`src/rtl/ang_pkg.sv`:
```
// ---------------------------------------------------------------------------
// Audio noise gate packetizer package
// Shared types, register indexes and constants of the noise gate packetizer.
// ---------------------------------------------------------------------------
package ang_pkg;

   localparam int MAX_HEADER_BYTES = 8;
   localparam int MAX_PACKET_BYTES = 4096;

   localparam int SAMPLE_W  = 16;
   localparam int THRESH_W  = 16;
   localparam int HOLD_W    = 16;
   localparam int PKT_W     = 13;
   localparam int HLEN_W    = 4;
   localparam int HBYTES_W  = 64;
   localparam int CSR_IDX_W = 3;
   localparam int CSR_DATA_W = 64;
   localparam int HIDX_W    = $clog2(MAX_HEADER_BYTES + 1);
   localparam int HSEL_W    = (MAX_HEADER_BYTES > 1) ? $clog2(MAX_HEADER_BYTES) : 1;

   localparam logic [THRESH_W-1:0] OPEN_THRESHOLD_RESET  = THRESH_W'(520);
   localparam logic [THRESH_W-1:0] CLOSE_THRESHOLD_RESET = THRESH_W'(360);
   localparam logic [HOLD_W-1:0]   HOLD_SAMPLES_RESET    = HOLD_W'(192);
   localparam logic [PKT_W-1:0]    PACKET_BYTES_RESET    = PKT_W'(1024);
   localparam logic [PKT_W-1:0]    PACKET_BYTES_MIN      = PKT_W'(2);
   localparam logic [PKT_W-1:0]    PACKET_BYTES_MAX      = PKT_W'(MAX_PACKET_BYTES);

   typedef enum logic [CSR_IDX_W-1:0] {
      REG_OPEN_THRESHOLD  = 3'd0,
      REG_CLOSE_THRESHOLD = 3'd1,
      REG_HOLD_SAMPLES    = 3'd2,
      REG_PACKET_BYTES    = 3'd3,
      REG_HEADER_LENGTH   = 3'd4,
      REG_HEADER_BYTES    = 3'd5
   } reg_index_type;

   typedef enum logic {
      CMD_SAMPLE = 1'b0,
      CMD_FLUSH  = 1'b1
   } command_type;

   typedef struct packed {
      logic [THRESH_W-1:0] open_threshold;
      logic [THRESH_W-1:0] close_threshold;
      logic [HOLD_W-1:0]   hold_samples;
      logic [PKT_W-1:0]    packet_bytes;
      logic [HLEN_W-1:0]   header_length;
      logic [HBYTES_W-1:0] header_bytes;
   } cfg_type;

endpackage

```
`src/rtl/ang_req_if.sv`:
```
// ---------------------------------------------------------------------------
// Request channel interface
// Valid/ready channel carrying one command and one audio sample.
// ---------------------------------------------------------------------------
interface ang_req_if;
   import ang_pkg::*;

   logic                       valid;
   logic                       ready;
   logic                       command;
   logic signed [SAMPLE_W-1:0] sample;

   modport source (output valid, output command, output sample, input ready);
   modport sink   (input valid, input command, input sample, output ready);
endinterface

```
`src/rtl/ang_rsp_if.sv`:
```
// ---------------------------------------------------------------------------
// Response channel interface
// Valid/ready channel carrying one output byte with its framing flags.
// ---------------------------------------------------------------------------
interface ang_rsp_if;
   logic       valid;
   logic       ready;
   logic [7:0] out_byte;
   logic       byte_valid;
   logic       packet_last;

   modport source (output valid, output out_byte, output byte_valid, output packet_last,
                   input ready);
   modport sink   (input valid, input out_byte, input byte_valid, input packet_last,
                   output ready);
endinterface

```
`src/rtl/ang_csr.sv`:
```
// ---------------------------------------------------------------------------
// Configuration registers
// Write-only register file holding thresholds, hold time and framing setup.
// ---------------------------------------------------------------------------
module ang_csr
   import ang_pkg::*;
(
   input  logic                  clock,
   input  logic                  reset,
   input  logic                  csr_write_en,
   input  logic [CSR_IDX_W-1:0]  csr_index,
   input  logic [CSR_DATA_W-1:0] csr_wdata,
   output cfg_type               cfg
);

   cfg_type cfg_ff;

   always_ff @(posedge clock) begin
      if (reset) begin
         cfg_ff.open_threshold  <= OPEN_THRESHOLD_RESET;
         cfg_ff.close_threshold <= CLOSE_THRESHOLD_RESET;
         cfg_ff.hold_samples    <= HOLD_SAMPLES_RESET;
         cfg_ff.packet_bytes    <= PACKET_BYTES_RESET;
         cfg_ff.header_length   <= '0;
         cfg_ff.header_bytes    <= '0;
      end else if (csr_write_en) begin
         unique case (csr_index)
            REG_OPEN_THRESHOLD:  cfg_ff.open_threshold  <= csr_wdata[THRESH_W-1:0];
            REG_CLOSE_THRESHOLD: cfg_ff.close_threshold <= csr_wdata[THRESH_W-1:0];
            REG_HOLD_SAMPLES:    cfg_ff.hold_samples    <= csr_wdata[HOLD_W-1:0];
            REG_PACKET_BYTES:    cfg_ff.packet_bytes    <= csr_wdata[PKT_W-1:0];
            REG_HEADER_LENGTH:   cfg_ff.header_length   <= csr_wdata[HLEN_W-1:0];
            REG_HEADER_BYTES:    cfg_ff.header_bytes    <= csr_wdata[HBYTES_W-1:0];
            default: ;
         endcase
      end
   end

   assign cfg = cfg_ff;

endmodule

```
`src/rtl/ang_gate.sv`:
```
// ---------------------------------------------------------------------------
// Noise gate and byte converter
// Hysteresis gate with hold counter, followed by 16-to-8-bit conversion.
// ---------------------------------------------------------------------------
module ang_gate
   import ang_pkg::*;
(
   input  logic                       clock,
   input  logic                       reset,
   input  logic                       sample_accept,
   input  logic signed [SAMPLE_W-1:0] sample,
   input  cfg_type                    cfg,
   output logic [7:0]                 gated_byte
);

   logic              open_state_ff, open_state_in;
   logic [HOLD_W-1:0] hold_count_ff, hold_count_in;
   logic [SAMPLE_W:0] level;
   logic signed [SAMPLE_W-1:0] gated;
   logic signed [SAMPLE_W-4:0] scaled;
   logic signed [7:0]          clamped;

   // Magnitude of a signed 16-bit value fits in 17 bits (covers -32768).
   assign level = sample[SAMPLE_W-1] ? ((SAMPLE_W+1)'(0) - {sample[SAMPLE_W-1], sample})
                                     : {1'b0, sample};

   always_comb begin
      open_state_in = open_state_ff;
      hold_count_in = hold_count_ff;
      if (open_state_ff) begin
         if (level < {1'b0, cfg.close_threshold}) begin
            if (hold_count_ff != '0) begin
               hold_count_in = hold_count_ff - HOLD_W'(1);
            end else begin
               open_state_in = 1'b0;
            end
         end else begin
            hold_count_in = cfg.hold_samples;
         end
      end else if (level > {1'b0, cfg.open_threshold}) begin
         open_state_in = 1'b1;
         hold_count_in = cfg.hold_samples;
      end
   end

   always_ff @(posedge clock) begin
      if (reset) begin
         open_state_ff <= 1'b0;
         hold_count_ff <= '0;
      end else if (sample_accept) begin
         open_state_ff <= open_state_in;
         hold_count_ff <= hold_count_in;
      end
   end

   // Arithmetic shift rounds toward minus infinity, then clamp and offset.
   always_comb begin
      gated  = open_state_in ? sample : '0;
      scaled = gated[SAMPLE_W-1:3];
      if (scaled < -(SAMPLE_W-3)'(128)) begin
         clamped = -8'sd128;
      end else if (scaled > (SAMPLE_W-3)'(127)) begin
         clamped = 8'sd127;
      end else begin
         clamped = scaled[7:0];
      end
      gated_byte = {~clamped[7], clamped[6:0]};
   end

endmodule

```
`src/rtl/ang_framer.sv`:
```
// ---------------------------------------------------------------------------
// Packet framer
// Tracks packet fill, holds one pending transaction and drains its header
// and data bytes through the output register.
// ---------------------------------------------------------------------------
module ang_framer
   import ang_pkg::*;
(
   input  logic       clock,
   input  logic       reset,
   input  cfg_type    cfg,
   input  logic       req_valid,
   input  logic       req_command,
   input  logic [7:0] gated_byte,
   output logic       req_ready,
   output logic       sample_accept,
   ang_rsp_if.source  rsp_bus
);

   logic [PKT_W-1:0]  pkt_eff;
   logic [HIDX_W-1:0] hdr_clip;
   logic [HIDX_W-1:0] hdr_eff;
   logic [PKT_W-1:0]  payload_count_ff, payload_count_in;
   logic [PKT_W:0]    fill_sum;
   logic              pkt_done;

   logic              job_valid_ff, job_valid_in;
   logic [HIDX_W-1:0] job_hdr_left_ff, job_hdr_left_in;
   logic [HSEL_W-1:0] job_hdr_idx_ff, job_hdr_idx_in;
   logic [7:0]        job_byte_ff, job_byte_in;
   logic              job_data_ff, job_data_in;
   logic              job_last_ff, job_last_in;

   logic              rsp_valid_ff, rsp_valid_in;
   logic [7:0]        rsp_byte_ff, rsp_byte_in;
   logic              rsp_data_ff, rsp_data_in;
   logic              rsp_last_ff, rsp_last_in;

   logic slot_free, move, job_final, accept, is_flush;

   // Effective packet size and header length.
   always_comb begin
      if (cfg.packet_bytes < PACKET_BYTES_MIN) begin
         pkt_eff = PACKET_BYTES_MIN;
      end else if (cfg.packet_bytes > PACKET_BYTES_MAX) begin
         pkt_eff = PACKET_BYTES_MAX;
      end else begin
         pkt_eff = cfg.packet_bytes;
      end
      if ({1'b0, cfg.header_length} > (HLEN_W+1)'(MAX_HEADER_BYTES)) begin
         hdr_clip = HIDX_W'(MAX_HEADER_BYTES);
      end else begin
         hdr_clip = HIDX_W'(cfg.header_length);
      end
      hdr_eff = (PKT_W'(hdr_clip) >= pkt_eff) ? '0 : hdr_clip;
   end

   assign slot_free = !rsp_valid_ff || rsp_bus.ready;
   assign move      = job_valid_ff && slot_free;
   assign job_final = (job_hdr_left_ff == '0);
   assign req_ready = !job_valid_ff || (move && job_final);
   assign accept    = req_valid && req_ready;
   assign is_flush  = (req_command == CMD_FLUSH);
   assign sample_accept = accept && !is_flush;

   assign fill_sum = {1'b0, payload_count_ff} + (PKT_W+1)'(1) + (PKT_W+1)'(hdr_eff);
   assign pkt_done = (fill_sum >= {1'b0, pkt_eff});

   // Packet fill and pending transaction.
   always_comb begin
      payload_count_in = payload_count_ff;
      job_valid_in     = job_valid_ff;
      job_hdr_left_in  = job_hdr_left_ff;
      job_hdr_idx_in   = job_hdr_idx_ff;
      job_byte_in      = job_byte_ff;
      job_data_in      = job_data_ff;
      job_last_in      = job_last_ff;
      if (move) begin
         if (job_final) begin
            job_valid_in = 1'b0;
         end else begin
            job_hdr_left_in = job_hdr_left_ff - HIDX_W'(1);
            job_hdr_idx_in  = job_hdr_idx_ff + HSEL_W'(1);
         end
      end
      if (accept) begin
         if (is_flush) begin
            // A flush of an empty packet produces nothing.
            if (payload_count_ff != '0) begin
               job_valid_in    = 1'b1;
               job_hdr_left_in = '0;
               job_hdr_idx_in  = '0;
               job_byte_in     = '0;
               job_data_in     = 1'b0;
               job_last_in     = 1'b1;
            end
            payload_count_in = '0;
         end else begin
            job_valid_in    = 1'b1;
            job_hdr_left_in = (payload_count_ff == '0) ? hdr_eff : '0;
            job_hdr_idx_in  = '0;
            job_byte_in     = gated_byte;
            job_data_in     = 1'b1;
            job_last_in     = pkt_done;
            payload_count_in = pkt_done ? '0 : payload_count_ff + PKT_W'(1);
         end
      end
   end

   // Output register: header bytes first, then the data byte or end marker.
   always_comb begin
      rsp_valid_in = rsp_valid_ff;
      rsp_byte_in  = rsp_byte_ff;
      rsp_data_in  = rsp_data_ff;
      rsp_last_in  = rsp_last_ff;
      if (move) begin
         rsp_valid_in = 1'b1;
         if (job_final) begin
            rsp_byte_in = job_byte_ff;
            rsp_data_in = job_data_ff;
            rsp_last_in = job_last_ff;
         end else begin
            rsp_byte_in = cfg.header_bytes[8*job_hdr_idx_ff +: 8];
            rsp_data_in = 1'b1;
            rsp_last_in = 1'b0;
         end
      end else if (rsp_bus.ready) begin
         rsp_valid_in = 1'b0;
      end
   end

   always_ff @(posedge clock) begin
      if (reset) begin
         payload_count_ff <= '0;
         job_valid_ff     <= 1'b0;
         rsp_valid_ff     <= 1'b0;
      end else begin
         payload_count_ff <= payload_count_in;
         job_valid_ff     <= job_valid_in;
         rsp_valid_ff     <= rsp_valid_in;
      end
   end

   always_ff @(posedge clock) begin
      job_hdr_left_ff <= job_hdr_left_in;
      job_hdr_idx_ff  <= job_hdr_idx_in;
      job_byte_ff     <= job_byte_in;
      job_data_ff     <= job_data_in;
      job_last_ff     <= job_last_in;
      rsp_byte_ff     <= rsp_byte_in;
      rsp_data_ff     <= rsp_data_in;
      rsp_last_ff     <= rsp_last_in;
   end

   assign rsp_bus.valid       = rsp_valid_ff;
   assign rsp_bus.out_byte    = rsp_byte_ff;
   assign rsp_bus.byte_valid  = rsp_data_ff;
   assign rsp_bus.packet_last = rsp_last_ff;

endmodule

```
`src/rtl/audio_noise_gate_packetizer.sv`:
```
// ---------------------------------------------------------------------------
// Audio noise gate packetizer
// Noise gate with hysteresis and hold, 8-bit conversion and byte framing.
// ---------------------------------------------------------------------------
// Each request transaction carries a command and a signed 16-bit sample. A
// sample passes the noise gate, is reduced to an offset-binary byte and is
// sent as one response transaction; the first sample of a packet is preceded
// by the configured header bytes, and the byte that fills a packet carries
// packet_last. A flush of a partial packet sends one end marker (byte_valid
// low, packet_last high); a flush of an empty packet sends nothing. One
// sample is taken per clock cycle in steady state while the response
// channel is ready. All bytes leave through a single output register at
// one byte per cycle; the next request is held off while header bytes
// drain. Gate and conversion logic run in the cycle of acceptance. The
// user must write configuration registers only while the block is idle;
// the block itself does not enforce this.
// ---------------------------------------------------------------------------
module audio_noise_gate_packetizer
   import ang_pkg::*;
(
   input  logic                  clock,
   input  logic                  reset,
   input  logic                  csr_write_en,
   input  logic [CSR_IDX_W-1:0]  csr_index,
   input  logic [CSR_DATA_W-1:0] csr_wdata,
   ang_req_if.sink               req_bus,
   ang_rsp_if.source             rsp_bus
);

   cfg_type    cfg;
   logic [7:0] gated_byte;
   logic       sample_accept;

   // Configuration register file.
   ang_csr u_csr (
      .clock        (clock),
      .reset        (reset),
      .csr_write_en (csr_write_en),
      .csr_index    (csr_index),
      .csr_wdata    (csr_wdata),
      .cfg          (cfg)
   );

   // The gate state advances only on accepted sample transactions.
   ang_gate u_gate (
      .clock         (clock),
      .reset         (reset),
      .sample_accept (sample_accept),
      .sample        (req_bus.sample),
      .cfg           (cfg),
      .gated_byte    (gated_byte)
   );

   // The framer owns the handshake on both channels.
   ang_framer u_framer (
      .clock         (clock),
      .reset         (reset),
      .cfg           (cfg),
      .req_valid     (req_bus.valid),
      .req_command   (req_bus.command),
      .gated_byte    (gated_byte),
      .req_ready     (req_bus.ready),
      .sample_accept (sample_accept),
      .rsp_bus       (rsp_bus)
   );

endmodule
```
`src/flat_wrapper.sv`:
```
// flat-port wrapper written by rule: the top's interface ports become plain ports
module audio_noise_gate_packetizer_flat import ang_pkg::*;
  (clock, reset, csr_write_en, csr_index, csr_wdata, req_bus_valid, req_bus_command, req_bus_sample, req_bus_ready, rsp_bus_valid, rsp_bus_out_byte, rsp_bus_byte_valid, rsp_bus_packet_last, rsp_bus_ready);
  ang_req_if req_bus_i ();
  ang_rsp_if rsp_bus_i ();
  input  logic clock;
  input  logic reset;
  input  logic csr_write_en;
  input  logic [CSR_IDX_W-1:0] csr_index;
  input  logic [CSR_DATA_W-1:0] csr_wdata;
  input wire logic [$bits(req_bus_i.valid)-1:0] req_bus_valid;
  input wire logic [$bits(req_bus_i.command)-1:0] req_bus_command;
  input wire logic [$bits(req_bus_i.sample)-1:0] req_bus_sample;
  output wire logic [$bits(req_bus_i.ready)-1:0] req_bus_ready;
  output wire logic [$bits(rsp_bus_i.valid)-1:0] rsp_bus_valid;
  output wire logic [$bits(rsp_bus_i.out_byte)-1:0] rsp_bus_out_byte;
  output wire logic [$bits(rsp_bus_i.byte_valid)-1:0] rsp_bus_byte_valid;
  output wire logic [$bits(rsp_bus_i.packet_last)-1:0] rsp_bus_packet_last;
  input wire logic [$bits(rsp_bus_i.ready)-1:0] rsp_bus_ready;
  assign req_bus_i.valid = req_bus_valid;
  assign req_bus_i.command = req_bus_command;
  assign req_bus_i.sample = req_bus_sample;
  assign req_bus_ready = req_bus_i.ready;
  assign rsp_bus_valid = rsp_bus_i.valid;
  assign rsp_bus_out_byte = rsp_bus_i.out_byte;
  assign rsp_bus_byte_valid = rsp_bus_i.byte_valid;
  assign rsp_bus_packet_last = rsp_bus_i.packet_last;
  assign rsp_bus_i.ready = rsp_bus_ready;
  audio_noise_gate_packetizer u_core (.clock(clock), .reset(reset), .csr_write_en(csr_write_en), .csr_index(csr_index), .csr_wdata(csr_wdata), .req_bus(req_bus_i), .rsp_bus(rsp_bus_i));
endmodule
```
`config.mk`:
```
export PLATFORM = sky130hd
export DESIGN_NAME = audio_noise_gate_packetizer_flat
export DESIGN_NICKNAME = d
export VERILOG_FILES = /design/src/rtl/ang_pkg.sv /design/src/rtl/ang_req_if.sv /design/src/rtl/ang_rsp_if.sv /design/src/rtl/ang_csr.sv /design/src/rtl/ang_gate.sv /design/src/rtl/ang_framer.sv /design/src/rtl/audio_noise_gate_packetizer.sv /design/src/flat_wrapper.sv
export SDC_FILE = /design/constraint.sdc
export NUM_CORES = 1
export LEC_CHECK = 0
export BUFFER_PORTS_ARGS = -buffer_cell sky130_fd_sc_hd__buf_2
export CAP_MARGIN = 25
export CORE_ASPECT_RATIO = 0.8
export CORE_UTILIZATION = 38
export CTS_CLUSTER_DIAMETER = 80
export DETAILED_ROUTE_END_ITERATION = 8
export GPL_TIMING_DRIVEN = 0
export MAX_ROUTING_LAYER = met4
export PLACE_DENSITY = 0.68
export SLEW_MARGIN = 15
export SYNTH_ARGS = -nofsm -noshare
export SYNTH_HDL_FRONTEND = slang
export SYNTH_SLANG_ARGS = --single-unit
```
`constraint.sdc`:
```
create_clock -name clock -period 6.15 [get_ports clock]
set_clock_uncertainty 0.1 [all_clocks]
set_input_delay 0.615 -clock clock [delete_from_list [all_inputs] [get_ports clock]]
set_output_delay 0.615 -clock clock [all_outputs]
set_load 0.005 [all_outputs]
```
After elaboration in Yosys (flattened, before gate mapping)
Index checks and enable logic that the tools add are counted.
Widths: inputs -> output; s select.
{"block": "totals", "regBits": 188, "output_inout_bits": 12}
{"block": "op_classes", "n_addsub": 7, "n_eq_ne": 7, "n_lt_le_gt_ge": 9, "n_mux": 42, "bitwise_logic": 1, "shift": 1, "n_reduce_logical": 24}
{"cell": "$mux 16", "n": 5}
{"cell": "$shiftx 64x7->8", "n": 1}
{"cell": "$mux 13", "n": 4}
{"cell": "$mux 8", "n": 5}
{"cell": "$mux 4", "n": 8}
{"cell": "$gt 17x16->1", "n": 1}
{"cell": "$lt 17x16->1", "n": 1}
{"cell": "$mux 17", "n": 1}
{"cell": "$sub 1x16->17 const A", "n": 1}
{"cell": "$reduce_bool 16->1", "n": 1}
{"cell": "$sub 16x1->16 const B", "n": 1}
{"cell": "$mux 3", "n": 5}
{"cell": "$add 13x1->14 const B", "n": 1}
{"cell": "$add 14x4->14", "n": 1}
{"cell": "$ge 14x13->1", "n": 1}
{"cell": "$mux 1", "n": 14}
{"cell": "$reduce_and 2->1", "n": 7}
{"cell": "$add 13x1->13 const B", "n": 1}
{"cell": "$ge 4x13->1", "n": 1}
{"cell": "$gt 13x13->1 const B", "n": 1}
{"cell": "$gt 13x8->1 const B", "n": 1}
{"cell": "$logic_not 13->1", "n": 1}
{"cell": "$lt 13x2->1 const B", "n": 1}
{"cell": "$lt 13x8->1 const B", "n": 1}
{"cell": "other kinds (17)", "n": 26}

Depth between registers and ports, before layout
{"block": "depth", "word_depth": 11, "depth_mapped": 27, "mapped_depth_nobuf": 26}

By module
Synthesis repeated with hierarchy kept, for this count alone.
{"block": "hier_totals", "hier_cells": 1166, "hier_area_um2": 10861.7}
{"mod": "ang_csr", "area_each_um2": 5396.4, "n_inst": 1, "seq_area_each_um2": 2582.5, "cells_per_inst": 510}
{"mod": "ang_framer", "area_each_um2": 3203.1, "n_inst": 1, "seq_area_each_um2": 1041.0, "cells_per_inst": 336}
{"mod": "ang_gate", "area_each_um2": 2262.2, "n_inst": 1, "seq_area_each_um2": 340.3, "cells_per_inst": 320}

Worst setup path before layout
No wires, ideal clock.
{"block": "synth_path", "path_type": "register to register", "start": "register u_core.u_csr.cfg_ff, in the netlist u_core.u_csr.cfg[72]", "end": "register u_core.u_framer.payload_count_ff[9]", "period_less_slack_ps": 5925, "stages_incl_launch_ff": 27, "t_required_ps": 5978, "slack_ps": 225, "arrival_ps": 5754, "setup_time_ps": 72, "path_cell_list": "dfxtp_1 nor4_1 nand2_1 or4_1 and3_1 ha_1 nor2b_1 nor2_1 o311a_1 o21ai_0 a211oi_1 or2_2 ha_1 fa_1 o21ai_0 a21oi_1 or3_1 nor2_1 xor2_1 ha_1 o21a_1 o21ai_0 o21bai_1 a2111oi_4 buf_6 nand3_1 mux2i_1"}
{"block": "synth_between", "elab_chain_cells": 9, "elab_cells_between_ends": 10}
{"item": "start: declaration", "line_no": "ang_csr.sv:16", "rtl": "cfg_type cfg_ff;"}
{"item": "$gt 13x13->1", "line_no": "ang_framer.sv:45", "rtl": "end else if (cfg.packet_bytes > PACKET_BYTES_MAX) begin"}
{"item": "$mux 13", "line_no": "ang_framer.sv:45"}
{"item": "$mux 13 *", "line_no": "ang_framer.sv:43", "rtl": "if (cfg.packet_bytes < PACKET_BYTES_MIN) begin"}
{"item": "$ge 4x13->1", "line_no": "ang_framer.sv:55", "rtl": "hdr_eff = (PKT_W'(hdr_clip) >= pkt_eff) ? '0 : hdr_clip;"}
{"item": "$mux 4", "line_no": "ang_framer.sv:55"}
{"item": "$add 14x4->14", "line_no": "ang_framer.sv:66", "rtl": "assign fill_sum = {1'b0, payload_count_ff} + (PKT_W+1)'(1) + (PKT_W+1)'(hdr_eff);"}
{"item": "$ge 14x13->1 *", "line_no": "ang_framer.sv:67", "rtl": "assign pkt_done = (fill_sum >= {1'b0, pkt_eff});"}
{"item": "$mux 13 *", "line_no": "ang_framer.sv:105", "rtl": "payload_count_in = pkt_done ? '0 : payload_count_ff + PKT_W'(1);"}
{"item": "$mux 13 *", "line_no": "ang_framer.sv:87", "rtl": "if (is_flush) begin"}
{"item": "end signal: assignment", "line_no": "ang_framer.sv:138", "rtl": "payload_count_ff <= payload_count_in;"}
{"item": "end: declaration", "line_no": "ang_framer.sv:23", "rtl": "logic [PKT_W-1:0] payload_count_ff, payload_count_in;"}
Every way passes the cells marked *; elsewhere a longest branch is shown, timed or not.
A chain may end at the register's enable or synchronous reset.

Worst setup path after layout
{"block": "layout_path", "start": "register u_core.u_csr.cfg_ff, in the netlist u_core.u_csr.cfg[75]", "end": "register u_core.u_framer.payload_count_ff[5]"}
The elaborated chain is that of the path after synthesis.

==> results.yml <==
timing:
  period_needed_ps: 6151
  slew-limit-headroom_pct: 45.23
  final_hold_viol_count: 0
  rsz0062_at_grt: "true"
  final.period_utilization_pct: 100.0
  minimum_setup_slack_in_the_final_design_ps: -0.8948
  timing.final.setup_violations: 1
  final_max_slew_viols: 0
  clock.fmax_mhz: 162.6
  timing_worst_slew_pin_value_ps: 821.5
grt:
  grt_overflow: 0
  groute.layer.met3.usage_pct: 4.142
  number_of_antenna_violations_at_the_first_check_in_global_routing: 0
  grt_max_degree: 20
  top_usage_layer: "met2"
  grt_first_pass_wirelength_um: 46130
  first_global_vias: 8521
  gr-usage-all-layers_pct: 23.18
  grt_use_met2_pct: 34.06
  global_route.usage.met1_pct: 32.39
drt:
  detail_route.wirelength_um: 29430
  postRouteAntennaNets: 0
  wire_per_inst_um: 17.69
  vias: 9077
  drcViolationCount: 0
  1st_pass_router_iterations: 5
  route.detailed.vias_per_inst: 5.455
  drtIter0Drc: 812
worst_setup_path:
  crit_path_end_kind: "register"
  start_kind: "register"
  r2r-start: "u_core.u_csr.cfg[75]"
  r2r_slack_ps: -0.9
  crit_required_ps: 6420
  critical_path.most_common_cell: "o21ai_2"
  rr_endpoint: "u_core.u_framer.payload_count_ff[5]"
  critical_path_peak_fanout: 7
  worstPathArrival_ps: 6420
  critical_path.top_delay_family: "simple AND/OR/NAND/NOR gates"
  cpPeakStageDelay_ps: 510
  crit_buf_inv: 3
  critical_path.slowest_cell: "or4_4"
  type_of_the_worst_setup_path: "reg -> reg"
  r2r_cells: 28
clocking:
  clock_latency_ps: 450
  clk_pin_slew_ps: 80
  postCtsHoldBufs: 0
  ctsRootBufferMaster: "clkbuf_16"
  clock_sinks: 188
  cts_h_tree_depth: 4
  tritoncts.num_buffers: 17
  tritoncts: "yes"
  clock_tree.buffer_depth: 2
min_path:
  hp-start: "csr_wdata[51]"
  hold_end: "u_core.u_csr.cfg[51]"
  hold_path_depth: 3
  holdCritPathClass: "in -> reg"
power_and_ir_drop:
  power-per-cell-area_nw_per_um2: 268.5
  leakagePower_nw: 4.339
  peakVddDrop_mv: 0.2221
  power.total_mw: 3.125
yosys:
  synth_area_um2: 9751
  synth_seq_area_share_pct: 40.65
  yosysUniqueCellTypes: 61
  synth_flop_cell: "dfxtp_1"
  synth.net_count: 1330
  synthArstFlopShare_pct: 0
  synth.top_cells.by_area: "dfxtp_1, nand2_1, a21oi_1"
  synth-warning-count: 0
  number_of_instances_in_the_synthesized_netlist: 1183
  yosysTopAreaCell: "dfxtp_1"
  synth_edf_count: 20
  syn_avg_cell_area_um2: 8.242
  synth.top_cell.area_share_pct: 34.49
  yosys_register_bits: 188
finish:
  layout.filler_cells: 2503
  design.final.nets: 1474
  post-route-cell-area_um2: 11640
  antenna-diode-count: 0
  area.growth.synth_to_final_pct: 19.38
  layout-drive-gt1-share_pct: 16.49
die:
  die-width_um: 181.1
  fp.dieArea_um2: 26310
  io-pin-count: 101
  start_util_pct: 38.63
  fp.coreArea_um2: 25240
  num_rows: 52
  chipHeight_um: 145.3
run_status:
  failed_checks: "setup timing"
  status: "finished with violations"
run:
  max-cap-violations: 0
placement:
  post_dp_cell_area_um2: 10670
  finalWeightedCongestion: 0.9307
  dp.final_hpwl_um: 21170
  numPortBuffers: 98
==> flip-flops by register name, summed over array words and instances, names as in the netlist <==
register	cells
u_core.u_csr.cfg	129
u_core.u_gate.hold_count_ff	16
u_core.u_framer.payload_count_ff	13
u_core.u_framer.job_byte_ff	8
u_core.u_framer.rsp_bus.out_byte	8
u_core.u_framer.job_hdr_left_ff	4
u_core.u_framer.job_hdr_idx_ff	3
u_core.u_framer.job_data_ff	1
u_core.u_framer.job_last_ff	1
u_core.u_framer.job_valid_ff	1
u_core.u_framer.rsp_bus.byte_valid	1
u_core.u_framer.rsp_bus.packet_last	1
u_core.u_framer.rsp_bus.valid	1
u_core.u_gate.open_state_ff	1
==> worst reg2reg max path, delay by kind of cell, from the launching register on <==
kind | cells | cell delay [ps]
buffers and inverters | 3 | 440
DFF | 1 | 370
AOI/OAI and AO/OA | 11 | 1860
xor gates and xnor gates | 1 | 170
adders and majority gates | 4 | 1000
and+or+nand+nor | 9 | 2160
==> cell families after synthesis <==
family / Yosys count / share of synthesized area (%)
mux: 39 / 6.057
fa+ha+maj: 58 / 7.520
simple gates: 463 / 20.89
buf+inv: 120 / 4.761
flops: 188 / 40.65
xor+xnor: 28 / 2.515
compound gates: 287 / 17.61
==> synthesized netlist by cell type, types with 7 or more instances <==
library cell and n:
o31ai_1 12, o21a_1 9, dfxtp_1 168, o211ai_1 7, nor2b_1 15, clkbuf_1 54
mux4_2 16, a211oi_1 13, inv_1 54, nor3_1 17, o21ai_0 33, nor2_1 39
ha_1 57, a21oi_1 145, nand2_1 303, nand4_1 10, mux2i_1 23, nand2b_1 12
o311ai_0 7, nand3_1 21, a31oi_1 23, edfxtp_1 20, a21o_1 9, xnor2_1 22
==> layout make-up <==
class                           instances  area, µm²  area share (%)
Sequential cell                       188       3970           34.11
Multi-Input combinational cell        875       5499           47.24
Tap cell                              324      405.4           3.483
Inverter                               55      206.4           1.774
Timing Repair Buffer                  125      705.7           6.063
Buffer                                 65      257.7           2.214
Clock buffer                           18      450.4           3.870
Clock inverter                         14      145.1           1.247
==> metrics by stage <==
step	hold slack, ps	setup slack, ps	TNS, ps	std cells	utilization, %
after floorplan	331.2	224.7	0	1183	-
after global placement	340.2	-440.4	-5323	1605	42.17
after detailed placement	346.1	-514.3	-6055	1607	42.26
after CTS	294.3	51.37	0	1655	45.30
after global routing	311.8	-262.5	-2670	1664	46.11
final	302.8	-0.8948	-0.8948	1664	46.11
==> worst max-delay path by stage <==
stage | from | end | slack (ps) | cells past startpoint
after floorplan | u_core.u_csr.cfg[72] | u_core.u_framer.payload_count_ff[9] | 220 | 26
after global placement | u_core.u_csr.cfg[76] | u_core.u_framer.payload_count_ff[6] | -440 | 26
after detailed placement | u_core.u_csr.cfg[76] | u_core.u_framer.payload_count_ff[6] | -510 | 26
after CTS | u_core.u_csr.cfg[79] | u_core.u_framer.payload_count_ff[6] | 50 | 27
after global routing | u_core.u_csr.cfg[75] | u_core.u_framer.payload_count_ff[6] | -260 | 28
final | u_core.u_csr.cfg[75] | u_core.u_framer.payload_count_ff[5] | -0.9 | 28
==> metal layers <==
layer / vias to the layer above / share of wire, % / wire length (µm)
li1: 4403 / - / -
met1: 4330 / 46 / 13670
met2: 298 / 45 / 13240
met3: 46 / 6.6 / 1957
met4: 0 / 1.9 / 558
met5: - / 0 / 0
==> power by group <==
group	internal, mW	leakage, nW	switching (mW)
clock network	0.568	0.297	0.558
logic	0.247	2.49	0.399
registers	1.31	1.55	0.0403
total	2.13	4.34	0.997
==> what timing repair did <==
action / in CTS / in global routing
buffers inserted: 16 / 8
gates resized for setup: 14 / 29
endpoints found under the setup margin: 14 / 14
cloned: 0 / 1
pin swaps: 4 / 24
==> layout by cell type (no fill, tap or decap), drive strengths merged, types with 5 or more instances in the layout <==
cell type,netlist,layout
clkinv,1,6
or3,5,5
o21a,9,9
o211ai,7,7
nor2b,15,15
nor4,6,6
nand3,21,21
nor2,41,41
or4,5,5
nand2,305,305
o311ai,7,7
a21o,9,9
o21ai,39,39
a211oi,13,13
dfxtp,168,168
ha,57,57
nor3,18,18
mux4,16,16
mux2i,23,23
a31oi,23,23
inv,54,63
xnor2,22,22
xor2,6,6
clkbuf,54,72
and3,6,6
edfxtp,20,20
buf,11,136
nand2b,12,12
a21oi,145,145
o31ai,12,12
nand4,11,11
(Power assumes the default switching activity.)
